**src/rtl/core/bscu_pkg.sv**
```systemverilog
// ----------------------------------------------------------------------------
// bscu_pkg
// Shared types, codes and character maps for the Base64 stream codec.
// ----------------------------------------------------------------------------
package bscu_pkg;

    localparam logic MODE_ENC = 1'b0;
    localparam logic MODE_DEC = 1'b1;

    localparam logic [7:0] C_PAD   = 8'h3d;
    localparam logic [7:0] C_PLUS  = 8'h2b;
    localparam logic [7:0] C_SLASH = 8'h2f;

    // One finished group handed from the front to the back.
    // cnt: encode -> bytes held (1..3); decode -> bytes to emit (1..3).
    typedef struct packed {
        logic        mode;
        logic [23:0] bits;
        logic [1:0]  cnt;
        logic        last;
    } t_job;

    typedef struct packed {
        logic full;
        logic empty;
    } t_q_stat;

    function automatic logic [7:0] enc_char(input logic [5:0] v);
        logic [7:0] w;
        w = {2'b00, v};
        if (w < 8'd26)      return 8'h41 + w;
        else if (w < 8'd52) return 8'h61 + (w - 8'd26);
        else if (w < 8'd62) return 8'h30 + (w - 8'd52);
        else if (w == 8'd62) return C_PLUS;
        else                return C_SLASH;
    endfunction

    function automatic logic [5:0] dec_value(input logic [7:0] c);
        logic [7:0] t;
        t = 8'h00;
        if (c >= 8'h41 && c <= 8'h5a)      t = c - 8'h41;
        else if (c >= 8'h61 && c <= 8'h7a) t = c - 8'h61 + 8'd26;
        else if (c >= 8'h30 && c <= 8'h39) t = c - 8'h30 + 8'd52;
        else if (c == C_PLUS)              t = 8'd62;
        else if (c == C_SLASH)             t = 8'd63;
        return t[5:0];
    endfunction

endpackage

```
**src/rtl/core/bscu_front.sv**
```systemverilog
// ----------------------------------------------------------------------------
// bscu_front
// Gathers input words into 24-bit groups and issues finished groups as jobs.
// ----------------------------------------------------------------------------
module bscu_front import bscu_pkg::*; (
    input  logic        i_clk,
    input  logic        i_rst_n,
    input  logic        i_cfg_we,
    input  logic        i_cfg_wdata,
    input  logic        i_valid,
    input  logic [7:0]  i_byte,
    input  logic        i_last,
    input  t_q_stat     i_q_stat,
    output logic        o_ready,
    output logic        o_push,
    output t_job        o_job
);

    logic        r_mode;
    logic [23:0] r_bits;
    logic [1:0]  r_cnt;
    logic [1:0]  r_pad;

    logic        accept;
    logic [23:0] enc_bits;
    logic [23:0] dec_bits;
    logic [5:0]  dval;
    logic [1:0]  npad;
    logic        enc_done;
    logic        dec_done;

    assign o_ready = ~i_q_stat.full;
    assign accept  = i_valid & o_ready;
    assign dval    = dec_value(i_byte);

    always_comb begin
        case (r_cnt)
            2'd0:    enc_bits = r_bits | {i_byte, 16'h0000};
            2'd1:    enc_bits = r_bits | {8'h00, i_byte, 8'h00};
            default: enc_bits = r_bits | {16'h0000, i_byte};
        endcase
        case (r_cnt)
            2'd0:    dec_bits = r_bits | {dval, 18'h0};
            2'd1:    dec_bits = r_bits | {6'h0, dval, 12'h0};
            2'd2:    dec_bits = r_bits | {12'h0, dval, 6'h0};
            default: dec_bits = r_bits | {18'h0, dval};
        endcase
    end

    assign npad     = r_pad + {1'b0, (i_byte == C_PAD) && r_cnt[1]};
    assign enc_done = (r_cnt == 2'd2) | i_last;
    assign dec_done = (r_cnt == 2'd3);

    always_comb begin
        o_job.mode = r_mode;
        o_job.last = i_last;
        if (r_mode == MODE_ENC) begin
            o_job.bits = enc_bits;
            o_job.cnt  = r_cnt + 2'd1;
            o_push     = accept & enc_done;
        end else begin
            o_job.bits = dec_bits;
            o_job.cnt  = i_last ? 2'd3 - npad : 2'd3;
            o_push     = accept & dec_done;
        end
    end

    always_ff @(posedge i_clk) begin
        if (!i_rst_n) begin
            r_mode <= MODE_ENC;
            r_bits <= '0;
            r_cnt  <= '0;
            r_pad  <= '0;
        end else if (i_cfg_we) begin
            r_mode <= i_cfg_wdata;
            r_bits <= '0;
            r_cnt  <= '0;
            r_pad  <= '0;
        end else if (accept) begin
            if (r_mode == MODE_ENC) begin
                if (enc_done) begin
                    r_bits <= '0;
                    r_cnt  <= '0;
                end else begin
                    r_bits <= enc_bits;
                    r_cnt  <= r_cnt + 2'd1;
                end
                r_pad <= '0;
            end else begin
                if (dec_done || i_last) begin
                    r_bits <= '0;
                    r_cnt  <= '0;
                    r_pad  <= '0;
                end else begin
                    r_bits <= dec_bits;
                    r_cnt  <= r_cnt + 2'd1;
                    r_pad  <= npad;
                end
            end
        end
    end

endmodule

```
**src/rtl/core/bscu_queue.sv**
```systemverilog
// ----------------------------------------------------------------------------
// bscu_queue
// Two-entry job queue between the group front and the output back.
// ----------------------------------------------------------------------------
module bscu_queue import bscu_pkg::*; (
    input  logic    i_clk,
    input  logic    i_rst_n,
    input  logic    i_push,
    input  t_job    i_job,
    input  logic    i_pop,
    output t_job    o_job,
    output t_q_stat o_stat
);

    t_job       r_mem [2];
    logic       r_wr;
    logic       r_rd;
    logic [1:0] r_cnt;

    logic       do_push;
    logic       do_pop;

    assign o_stat.full  = (r_cnt == 2'd2);
    assign o_stat.empty = (r_cnt == 2'd0);
    assign o_job        = r_mem[r_rd];
    assign do_push      = i_push & ~o_stat.full;
    assign do_pop       = i_pop & ~o_stat.empty;

    always_ff @(posedge i_clk) begin
        if (do_push) begin
            r_mem[r_wr] <= i_job;
        end
    end

    always_ff @(posedge i_clk) begin
        if (!i_rst_n) begin
            r_wr  <= 1'b0;
            r_rd  <= 1'b0;
            r_cnt <= '0;
        end else begin
            if (do_push) r_wr <= ~r_wr;
            if (do_pop)  r_rd <= ~r_rd;
            r_cnt <= r_cnt + {1'b0, do_push} - {1'b0, do_pop};
        end
    end

endmodule

```
**src/rtl/core/bscu_back.sv**
```systemverilog
// ----------------------------------------------------------------------------
// bscu_back
// Serializes each job to characters or bytes, one output word per ready cycle.
// ----------------------------------------------------------------------------
module bscu_back import bscu_pkg::*; (
    input  logic       i_clk,
    input  logic       i_rst_n,
    input  t_job       i_job,
    input  t_q_stat    i_q_stat,
    output logic       o_pop,
    input  logic       i_tready,
    output logic       o_tvalid,
    output logic [7:0] o_tdata,
    output logic       o_tlast
);

    logic [1:0] r_idx;
    logic       r_valid;
    logic [7:0] r_data;
    logic       r_last;

    logic       load;
    logic [1:0] last_idx;
    logic       at_end;
    logic [5:0] sext;
    logic [7:0] n_data;

    assign load     = ~i_q_stat.empty & (~r_valid | i_tready);
    assign last_idx = (i_job.mode == MODE_ENC) ? 2'd3 : i_job.cnt - 2'd1;
    assign at_end   = (r_idx == last_idx);
    assign o_pop    = load & at_end;

    always_comb begin
        case (r_idx)
            2'd0:    sext = i_job.bits[23:18];
            2'd1:    sext = i_job.bits[17:12];
            2'd2:    sext = i_job.bits[11:6];
            default: sext = i_job.bits[5:0];
        endcase
        if (i_job.mode == MODE_ENC) begin
            n_data = (r_idx > i_job.cnt) ? C_PAD : enc_char(sext);
        end else begin
            case (r_idx)
                2'd0:    n_data = i_job.bits[23:16];
                2'd1:    n_data = i_job.bits[15:8];
                default: n_data = i_job.bits[7:0];
            endcase
        end
    end

    always_ff @(posedge i_clk) begin
        if (!i_rst_n) begin
            r_idx   <= '0;
            r_valid <= 1'b0;
        end else begin
            if (load) begin
                r_valid <= 1'b1;
                r_idx   <= at_end ? 2'd0 : r_idx + 2'd1;
            end else if (i_tready) begin
                r_valid <= 1'b0;
            end
        end
    end

    always_ff @(posedge i_clk) begin
        if (load) begin
            r_data <= n_data;
            r_last <= i_job.last & at_end;
        end
    end

    assign o_tvalid = r_valid;
    assign o_tdata  = r_data;
    assign o_tlast  = r_last;

endmodule

```
**src/rtl/core/base64_stream_codec_unit.sv**
```systemverilog
// ----------------------------------------------------------------------------
// base64_stream_codec_unit
// Streaming Base64 encoder/decoder selected by a one-bit mode register.
// ----------------------------------------------------------------------------
// Each finished group is queued, and its first output word is then registered.
// Throughput: input takes one word per cycle while the 2-entry job queue has
// room; the output port emits one word per cycle while the sink is ready;
// encode maps 3 input words to 4 output words, decode 4 input words to 3.
// Reset (i_rst_n low, synchronous): mode = encode, group and queue cleared.
// ----------------------------------------------------------------------------
module base64_stream_codec_unit import bscu_pkg::*; (
    input  logic       i_clk,
    input  logic       i_rst_n,
    input  logic       i_cfg_we,
    input  logic       i_cfg_wdata,
    input  logic       i_s_axis_tvalid,
    output logic       o_s_axis_tready,
    input  logic [7:0] i_s_axis_tdata,   // [7:0] in_byte
    input  logic       i_s_axis_tlast,
    output logic       o_m_axis_tvalid,
    input  logic       i_m_axis_tready,
    output logic [7:0] o_m_axis_tdata,   // [7:0] out_byte
    output logic       o_m_axis_tlast
);

    t_job    push_job;
    t_job    head_job;
    t_q_stat q_stat;
    logic    push;
    logic    pop;

    bscu_front u_front (
        .i_clk       (i_clk),
        .i_rst_n     (i_rst_n),
        .i_cfg_we    (i_cfg_we),
        .i_cfg_wdata (i_cfg_wdata),
        .i_valid     (i_s_axis_tvalid),
        .i_byte      (i_s_axis_tdata),
        .i_last      (i_s_axis_tlast),
        .i_q_stat    (q_stat),
        .o_ready     (o_s_axis_tready),
        .o_push      (push),
        .o_job       (push_job)
    );

    bscu_queue u_queue (
        .i_clk   (i_clk),
        .i_rst_n (i_rst_n),
        .i_push  (push),
        .i_job   (push_job),
        .i_pop   (pop),
        .o_job   (head_job),
        .o_stat  (q_stat)
    );

    bscu_back u_back (
        .i_clk    (i_clk),
        .i_rst_n  (i_rst_n),
        .i_job    (head_job),
        .i_q_stat (q_stat),
        .o_pop    (pop),
        .i_tready (i_m_axis_tready),
        .o_tvalid (o_m_axis_tvalid),
        .o_tdata  (o_m_axis_tdata),
        .o_tlast  (o_m_axis_tlast)
    );

endmodule
```
**config.mk**
```make
export PLATFORM = sky130hd
export DESIGN_NAME = base64_stream_codec_unit
export DESIGN_NICKNAME = d
export VERILOG_FILES = /design/src/rtl/core/bscu_pkg.sv /design/src/rtl/core/bscu_front.sv /design/src/rtl/core/bscu_queue.sv /design/src/rtl/core/bscu_back.sv /design/src/rtl/core/base64_stream_codec_unit.sv
export SDC_FILE = /design/constraint.sdc
export NUM_CORES = 1
export LEC_CHECK = 0
export BUFFER_PORTS_ARGS = -buffer_cell sky130_fd_sc_hd__buf_2
export CAP_MARGIN = 20
export CORE_MARGIN = 4
export CORE_UTILIZATION = 50
export DETAILED_ROUTE_END_ITERATION = 10
export GPL_ROUTABILITY_DRIVEN = 0
export PLACE_DENSITY = 0.72
export SETUP_SLACK_MARGIN = 0.5
export SLEW_MARGIN = 20
export SYNTH_ARGS = -nofsm -noshare
export SYNTH_HDL_FRONTEND = slang
export SYNTH_SLANG_ARGS = --single-unit
```
**constraint.sdc**
```tcl
create_clock -name i_clk -period 9.72 [get_ports i_clk]
set_input_delay 0.486 -clock i_clk [delete_from_list [all_inputs] [get_ports i_clk]]
set_output_delay 0.486 -clock i_clk [all_outputs]
set_load 0.01 [all_outputs]
```
==> results of run 1 <==
==> stage by stage <==
step	instance area, µm²	total power, mW	utilization (%)	worst slack, ns	hold WS (ns)
global route	6740	1.64	55.6	5.60	0.424
global placement	6440	1.17	53.2	6.12	0.461
floorplan	6230	1.04	-	6.32	0.424
detailed placement	6440	1.19	53.2	5.93	0.464
finish	6740	1.55	55.6	5.84	0.392
CTS	6740	1.55	55.6	5.89	0.385
==> routing by layer <==
metal / global-route usage, % / share of wire [%]
met5: 0 / 0
met4: 8.23 / 3.4
met3: 5.04 / 7.0
met2: 36.8 / 48
met1: 27.9 / 41
==> area by class of cell <==
class                      instances  area, µm²  area share [%]
multi-input combinational        481       3260            48.5
sequential                       102       2690            40.0
clock buffer                       9        225            3.34
tap                              168        210            3.12
timing repair buffer              30        163            2.42
inverter                          29        111            1.65
clock inverter                     7       68.8            1.02
==> where the power goes <==
part,total [mW],switching (mW),internal (mW)
logic,0.655,0.405,0.250
clock network,0.355,0.173,0.182
registers,0.540,0.0172,0.523
total,1.55,0.595,0.955
==> flip-flops by register name, summed over array words and instances, names as in the netlist, named ones only <==
signal	cells
u_front.r_mode	1
u_back.r_idx	2
u_queue.r_wr	1
u_back.o_tvalid	1
u_back.o_tlast	1
u_queue.r_mem	56
u_front.r_pad	2
u_queue.r_rd	1
u_back.o_tdata	8
u_queue.r_cnt	2
u_front.r_cnt	2
u_front.r_bits	24
==> how the worst min path moves through the flow <==
stage | startpoint | endpoint | slack [ns] | cells past startpoint
3_3_place_gp | u_front.r_pad[1] | u_front.r_pad[1] | 0.46 | 2
3_5_place_dp | u_front.r_pad[1] | u_front.r_pad[1] | 0.46 | 2
6_report | i_cfg_wdata | u_front.r_mode | 0.39 | 3
5_1_grt | i_s_axis_tlast | u_queue.r_mem[0][0] | 0.42 | 1
4_1_cts | i_cfg_wdata | u_front.r_mode | 0.38 | 3
2_1_floorplan | u_front.r_mode | u_queue.r_mem[0][27] | 0.42 | 0
==> layout by cell type, fill, tap and decap left out, types with 8 or more instances in the layout <==
cell type and n:
xnor2_1 10, a21oi_1 59, inv_1 26, a31oi_1 14, edfxtp_1 65, ha_1 28, o22ai_1 16, nor3_1 9
nand3_1 10, o21ai_0 33, nand2_1 51, mux2_4 8, nor2b_1 19, a22oi_1 12, buf_2 25, mux2i_1 19
and3_1 8, and2_1 10, nor2_1 51, dfxtp_1 37, clkbuf_16 9
==> cells by family after synthesis <==
family                     Yosys count  share of synthesized area (%)
xor gates and xnor gates            14                           1.97
DFF                                102                           43.2
adders and majority gates           28                           5.62
buffers and inverters               64                           4.50
and+or+nand+nor                    193                           15.8
AOI/OAI and AO/OA                  208                           22.0
muxes                               38                           6.97
==> cell usage after synthesis (3+ instances only) <==
library cell,instances,area [µm²]
nand2b_1,3,18.8
a221oi_1,6,52.6
and2_1,10,62.6
o22a_1,3,26.3
a32oi_1,4,35.0
nand3b_1,3,22.5
ha_1,28,350
a21oi_1,59,295
nor4_1,3,18.8
a211oi_1,7,52.6
inv_1,26,97.6
a311oi_1,3,26.3
nand3_1,10,50.1
a22oi_1,12,90.1
mux2i_1,19,190
clkbuf_1,26,97.6
nor3_1,10,50.1
mux2_2,6,67.6
or3_1,4,25.0
xor2_1,4,35.0
mux2_1,5,56.3
o21ai_1,6,30.0
o22ai_1,16,100
dfxtp_1,37,741
nor2b_1,19,119
mux2_4,8,120
o21ai_0,33,165
nor2_1,51,191
nand2_1,51,191
xnor2_1,10,87.6
a31oi_1,14,87.6
buf_2,3,15.0
o21a_1,7,52.6
o211ai_1,4,30.0
and3_1,8,50.1
edfxtp_1,65,1950
==> critical path: cells and delay by family, from the launching register on <==
kind            cells  cell delay, ns
simple gates        4            1.09
compound gates      3            0.64
fa+ha+maj           2            0.95
flops               1            0.37
buf+inv             1            0.16
mux                 2            0.40
==> impl_metrics.ini, run 1 <==
[pwr]
peakVddDrop_v = 0.000116
cellPowerDensity_nw_per_um2 = 230
p_leak_nw = 2.35

[timing]
rsz0062_at_grt = false
drv_slew = 0
finalHoldViolations = 0
final.period_utilization_pct = 40.0
fmax_mhz = 257
finalSetupTns_ns = 0
worst_pin_slew_ns = 0.973
setup_violations = 0
min_period_ns = 3.88
relSlewSlack_pct = 34.9
finalClockSkew_ns = 0.00450

[synth]
synthesis.nets = 690
yosysUniqueCellTypes = 83
yosys_warnings = 0
yosysSeqAreaShare_pct = 43.2
async_flop_share_pct = 0
avgSynthCellArea_um2 = 9.63
syn_inst = 647
synth-seq-cells = 102
synth_ff_type = edfxtp_1
synth_edf_count = 65
syn_area_um2 = 6230

[critical_path]
reg2reg_slack_ns = 5.84
worstPathCellList = inv_1, ha_1, nand2_1, a32o_1, ha_1, or4b_2, a21oi_1, mux2_2, o21ai_0, mux2i_1, or4b_1, nand3_1
setup.worst_path.class = flip-flop to flip-flop
slowest_delay_ns = 0.73
critical_path.startpoint = u_back.r_idx[1]
start_kind = flip-flop
timing.critical_path.mode_cell = ha_1
r2r-start = u_back.r_idx[1]
cp_max_fo = 19
crit_end = u_back.o_tdata[6]
critPathCaptureType = flip-flop
reg2reg_to = u_back.o_tdata[6]
rr_worst_depth = 12
crit_slowest_cell = or4b_2
critical_path_arrival_ns = 3.98
required_ns = 9.82

[clock_tree]
insertion_delay_ns = 0.35
htree_levels = 3
root_buffer = clkbuf_16
cts_hold_buffers = 0
ctsResizeCount = 0
cts_setup_buffers = 0
cts_buffers = 9
cts_tree = yes
path_clk_slew_ns = 0.07
clock_path_buffers = 2
cts_sinks = 102

[drt]
wl_per_cell_um = 19.1
num_vias = 5177
vias_per_cell = 6.27
first_pass_iters = 5
wirelength_um = 15800
drc = 0
initialDrtViolationCount = 459
ant_nets = 0

[placed_design]
dpl.cell_count = 810
portBuffers = 25
hpwlAfterDp_um = 11300

[global_routing]
grt_pass1_wl_um = 25300
overflow = 0
grt_usage_pct = 22.0
grt_pass1_vias = 4892
grt_max_degree = 30
antenna_found_initial = 0

[die]
initial_core_util_pct = 51.5
die_x_um = 120
io_pins = 26
rows = 40
die_area_um2 = 14300
core-area_um2 = 12100
die_y_um = 120

[layout]
antenna_cells = 0
nets = 696
drive_gt1_share_pct = 11.4
n_fill_cell = 1096
stdcell_count = 826
area_growth_pct = 8.07

[flow_run]
max_cap_viol_count = 0

[hold_path]
hold_path.class = input port to flip-flop

[run_status]
outcome = complete, no violations
No activity file was read; power rests on OpenSTA's default activity.
==> inputs of run 2 (changes only) <==
- PLACE_DENSITY: 0.72 -> 0.74
- clock period: 9.72 -> 3.5 ns (I/O delays scaled with it)
==> impl_metrics.ini, run 2 (synthesized netlist as in run 1, its figures left out) <==
[placed_design]
postPlaceCellArea_um2 = 6600
dpl.cell_count = 826
portBuffers = 25
hpwlAfterDp_um = 11800
preCtsSetupSlack_ns = 0.267

[drt]
first_pass_iters = 5
drc = 0
initialDrtViolationCount = 448
vias_per_cell = 6.36
wirelength_um = 16300
ant_nets = 0
wl_per_cell_um = 19.2
num_vias = 5393

[global_routing]
overflow = 0
grt_max_degree = 29
antenna_found_initial = 0
grt_pass1_wl_um = 26100
grt_pass1_vias = 5093
grt_usage_pct = 22.5

[critical_path]
slowest_delay_ns = 0.47
required_ns = 3.60
critical_path_arrival_ns = 3.17
worstPathCellList = inv_2, ha_2, a21oi_1, a32oi_4, ha_2, or4b_4, a21oi_1, mux2_4, o21bai_1, mux2i_1, or4b_1, nand3_1
reg2reg_to = u_back.o_tdata[6]
start_kind = flip-flop
reg2reg_slack_ns = 0.43
r2r-start = u_back.r_idx[0]
cp_max_fo = 7
path_delay_family = compound AO/OA/AOI/OAI gates
critPathCaptureType = flip-flop
critical_path.startpoint = u_back.r_idx[0]
rr_worst_depth = 12
crit_slowest_cell = or4b_4
worst-path-buf-inv = 1
setup.worst_path.class = flip-flop to flip-flop

[pwr]
intPower_mw = 2.89
peakVddDrop_v = 0.000293
p_leak_nw = 2.48
switchingPower_mw = 1.74
p_sw_share_pct = 37.6
cellPowerDensity_nw_per_um2 = 658
power_frac_clock_pct = 21.6
pwr-share-comb_pct = 45.7
seqPwrFrac_pct = 32.7

[timing]
finalHoldViolations = 0
final.period_utilization_pct = 87.7
drv_slew = 0
rsz0062_at_grt = true
finalClockSkew_ns = 0.0108
finalSetupTns_ns = 0
fmax_mhz = 326
relSlewSlack_pct = 27.8
min_period_ns = 3.07
fin_ws_ns = 0.430
worst_pin_slew_ns = 1.08
setup_violations = 0

[clock_tree]
root_buffer = clkbuf_16
cts_tree = yes
clock_path_buffers = 2
cts_sinks = 102
cts_hold_buffers = 0
htree_levels = 3
cts_buffers = 9
path_clk_slew_ns = 0.07
insertion_delay_ns = 0.35

[layout]
fin_util_pct = 58.1
area_growth_pct = 12.9
top_register = u_queue.r_mem
largest_register_ffs = 56
fin_area_um2 = 7040
final_common_cell = edfxtp_1
antenna_cells = 0
final_cell_mix = 65 x edfxtp_1, 59 x a21oi_1, 51 x nor2_1, 51 x nand2_1, 34 x dfxtp_1
stdcell_count = 848
nets = 718
drive_gt1_share_pct = 16.9

[die]
die_x_um = 120
die_y_um = 120
core-area_um2 = 12100
io_pins = 26
die_area_um2 = 14300
initial_core_util_pct = 51.5
rows = 40

[hold_path]
whs_endpoint = u_front.r_mode
min_path_cells = 3
hp-start = i_cfg_wdata
hold_path.class = input port to flip-flop

[flow_run]
max_cap_viol_count = 0

[run_status]
outcome = complete, no violations
[run 2: layout make-up]
cell class	instances	area, µm²
clock buffers	11	253
flip-flops and latches	102	2700
repair buffers	52	344
clock inverters	5	48.8
well taps	168	210
inverters	29	111
fillers	1034	5070
multi-input cells	481	3370
[run 2: worst min-delay path: cells and delay by family]
kind	cells	cell delay, ns
buf+inv	1	0.07
mux	1	0.05
simple gates	1	0.11
[run 2: layer usage]
metal  global-route usage [%]  vias up  part of all wire, %  wire (µm)
met5                        0        -                    0          0
met2                     37.2      281                   48       7810
li1                         -     2492                    -          -
met1                     29.1     2558                   40       6610
met3                     3.96       62                  7.8       1270
met4                     9.52        0                  3.9        635
[run 2: worst max-delay path by stage]
stage / end / slack [ns] / depth (start not counted)
CTS: u_back.o_tdata[6] / 0.52 / 12
detailed placement: u_back.o_tdata[6] / 0.27 / 11
floorplan: u_back.o_tdata[6] / 0.60 / 12
global placement: u_back.o_tdata[6] / 0.41 / 11
finish: u_back.o_tdata[6] / 0.43 / 12
global route: u_back.o_tdata[6] / 0.33 / 12
[run 2: timing repair]
item	4_1_cts	5_1_grt
resized for setup	12	4
setup buffers	6	0
endpoints found under the setup margin	6	10
pin swaps	1	0
[run 2: power groups by stage]
| stage | Combinational (mW) | Clock, mW | Sequential, mW |
|---|---|---|---|
| 2_1_floorplan | 1.41 | 0 | 1.55 |
| 3_3_place_gp | 1.85 | 0 | 1.53 |
| 3_5_place_dp | 1.92 | 0 | 1.54 |
| 4_1_cts | 2.04 | 1.01 | 1.51 |
| 5_1_grt | 2.29 | 1.06 | 1.52 |
| 6_report | 2.12 | 1.00 | 1.51 |
[run 2: stage by stage]
step	hold WS, ns	total power, mW
4_1_cts	0.101	4.56
2_1_floorplan	0.274	2.96
3_5_place_dp	0.459	3.46
6_report	0.108	4.63
5_1_grt	0.128	4.88
3_3_place_gp	0.431	3.38
==> inputs of run 3 (changes only) <==
- REMOVE_ABC_BUFFERS: unset -> 1
==> impl_metrics.ini, run 3 (synthesized netlist as in run 1, its figures left out) <==
[timing]
rsz0062_at_grt = true
setup_violations = 0
finalClockSkew_ns = 0.0104
fmax_mhz = 329
worst_pin_slew_ns = 0.987
min_period_ns = 3.04
fin_ws_ns = 0.462
final.period_utilization_pct = 86.8
drv_slew = 0
relSlewSlack_pct = 34.0
finalHoldViolations = 0

[placed_design]
dpl.cell_count = 827
preCtsSetupSlack_ns = 0.0511
portBuffers = 25
hpwlAfterDp_um = 11800

[clock_tree]
cts_hold_buffers = 0
clock_path_buffers = 2
root_buffer = clkbuf_16
cts_buffers = 9
cts_sinks = 102
htree_levels = 3
path_clk_slew_ns = 0.07
cts_tree = yes
insertion_delay_ns = 0.35

[run_status]
outcome = complete, no violations

[global_routing]
grt_usage_pct = 22.9
antenna_found_initial = 0
grt_max_degree = 30
grt_pass1_vias = 5095
grt_pass1_wl_um = 26200
overflow = 0

[critical_path]
required_ns = 3.72
setup.worst_path.class = flip-flop to flip-flop
rr_worst_depth = 12
reg2reg_slack_ns = 0.46
critPathCaptureType = flip-flop
reg2reg_to = u_back.o_tdata[6]
start_kind = flip-flop
cp_max_fo = 5
critical_path_arrival_ns = 3.26

[layout]
antenna_cells = 0
top_register = u_queue.r_mem
largest_register_ffs = 56
stdcell_count = 854
drive_gt1_share_pct = 17.5
final_cell_mix = 65 x edfxtp_1, 58 x a21oi_1, 51 x nor2_1, 51 x nand2_1, 34 x dfxtp_1
nets = 724
area_growth_pct = 13.1
final_common_cell = edfxtp_1
fin_util_pct = 58.2
n_fill_cell = 1030

[drt]
num_vias = 5390
ant_nets = 0
wirelength_um = 16500
drc = 0
initialDrtViolationCount = 584
first_pass_iters = 5
vias_per_cell = 6.31
wl_per_cell_um = 19.3

[hold_path]
hold_path.class = input port to flip-flop
hp-start = i_cfg_wdata
whs_endpoint = u_front.r_mode
min_path_cells = 3

[flow_run]
max_cap_viol_count = 0

[die]
io_pins = 26
die_x_um = 120
initial_core_util_pct = 51.5
die_area_um2 = 14300
core-area_um2 = 12100
die_y_um = 120
rows = 40

[pwr]
p_leak_nw = 2.52
cellPowerDensity_nw_per_um2 = 658
peakVddDrop_v = 0.000398
==> run 3: how the worst max path moves through the flow <==
stage / start / endpoint / slack, ns / cells past startpoint
detailed placement: flip-flop / u_back.o_tdata[6] / 0.05 / 12
finish: flip-flop / u_back.o_tdata[6] / 0.46 / 12
CTS: flip-flop / u_back.o_tdata[6] / 0.49 / 9
global placement: flip-flop / u_back.o_tdata[6] / 0.21 / 12
global route: flip-flop / u_back.o_tdata[6] / 0.37 / 12
floorplan: flip-flop / u_back.o_tdata[6] / -0.35 / 11
==> run 3: area by class of cell <==
cell class	count	area, µm²	share of cell area, %
Inverter	29	111	1.58
Tap cell	168	210	2.98
Timing Repair Buffer	58	393	5.57
Clock inverter	7	77.6	1.10
Multi-Input combinational cell	481	3330	47.2
Sequential cell	102	2700	38.3
Clock buffer	9	225	3.19
==> run 3: where the power goes <==
part / internal, mW / switching, mW
Sequential: 1.46 / 0.0517
Clock: 0.564 / 0.459
Combinational: 0.894 / 1.21
==> run 3: through the flow <==
| stage | instance area, µm² | setup TNS (ns) | power, mW | hold WS [ns] |
|---|---|---|---|---|
| 5_1_grt | 7050 | 0 | 4.89 | 0.0880 |
| 4_1_cts | 6960 | 0 | 4.53 | 0.0774 |
| 6_report | 7050 | 0 | 4.64 | 0.0837 |
| 3_5_place_dp | 6570 | 0 | 3.40 | 0.441 |
| 3_3_place_gp | 6570 | 0 | 3.33 | 0.433 |
| 2_1_floorplan | 6060 | -3.10 | 2.84 | 0.274 |
==> run 3: what timing repair did <==
| action | in CTS | in global routing |
|---|---|---|
| pin swaps | 2 | 5 |
| setup buffers | 2 | 9 |
| endpoints found under the setup margin | 5 | 5 |
| gates resized for setup | 23 | 7 |
==> run 3: metal layers <==
metal / vias to the layer above / routed length, µm / GRT usage, %
li1: 2502 / - / -
met1: 2523 / 6600 / 28.5
met2: 306 / 7990 / 38.0
met3: 59 / 1240 / 4.71
met4: 0 / 680 / 11.1
met5: - / 0 / 0
==> run 3: critical path, cell delays in order, from the launching register on <==
cell and delay, ns:
dfxtp_4 0.40, mux2_4 0.32, a222oi_1 0.31, mux2_4 0.25, ha_4 0.21, or4b_4 0.48, a21oi_2 0.11, mux2_4 0.17
o21bai_1 0.07, mux2i_1 0.25, buf_4 0.16, o211ai_1 0.09, nand3_1 0.10
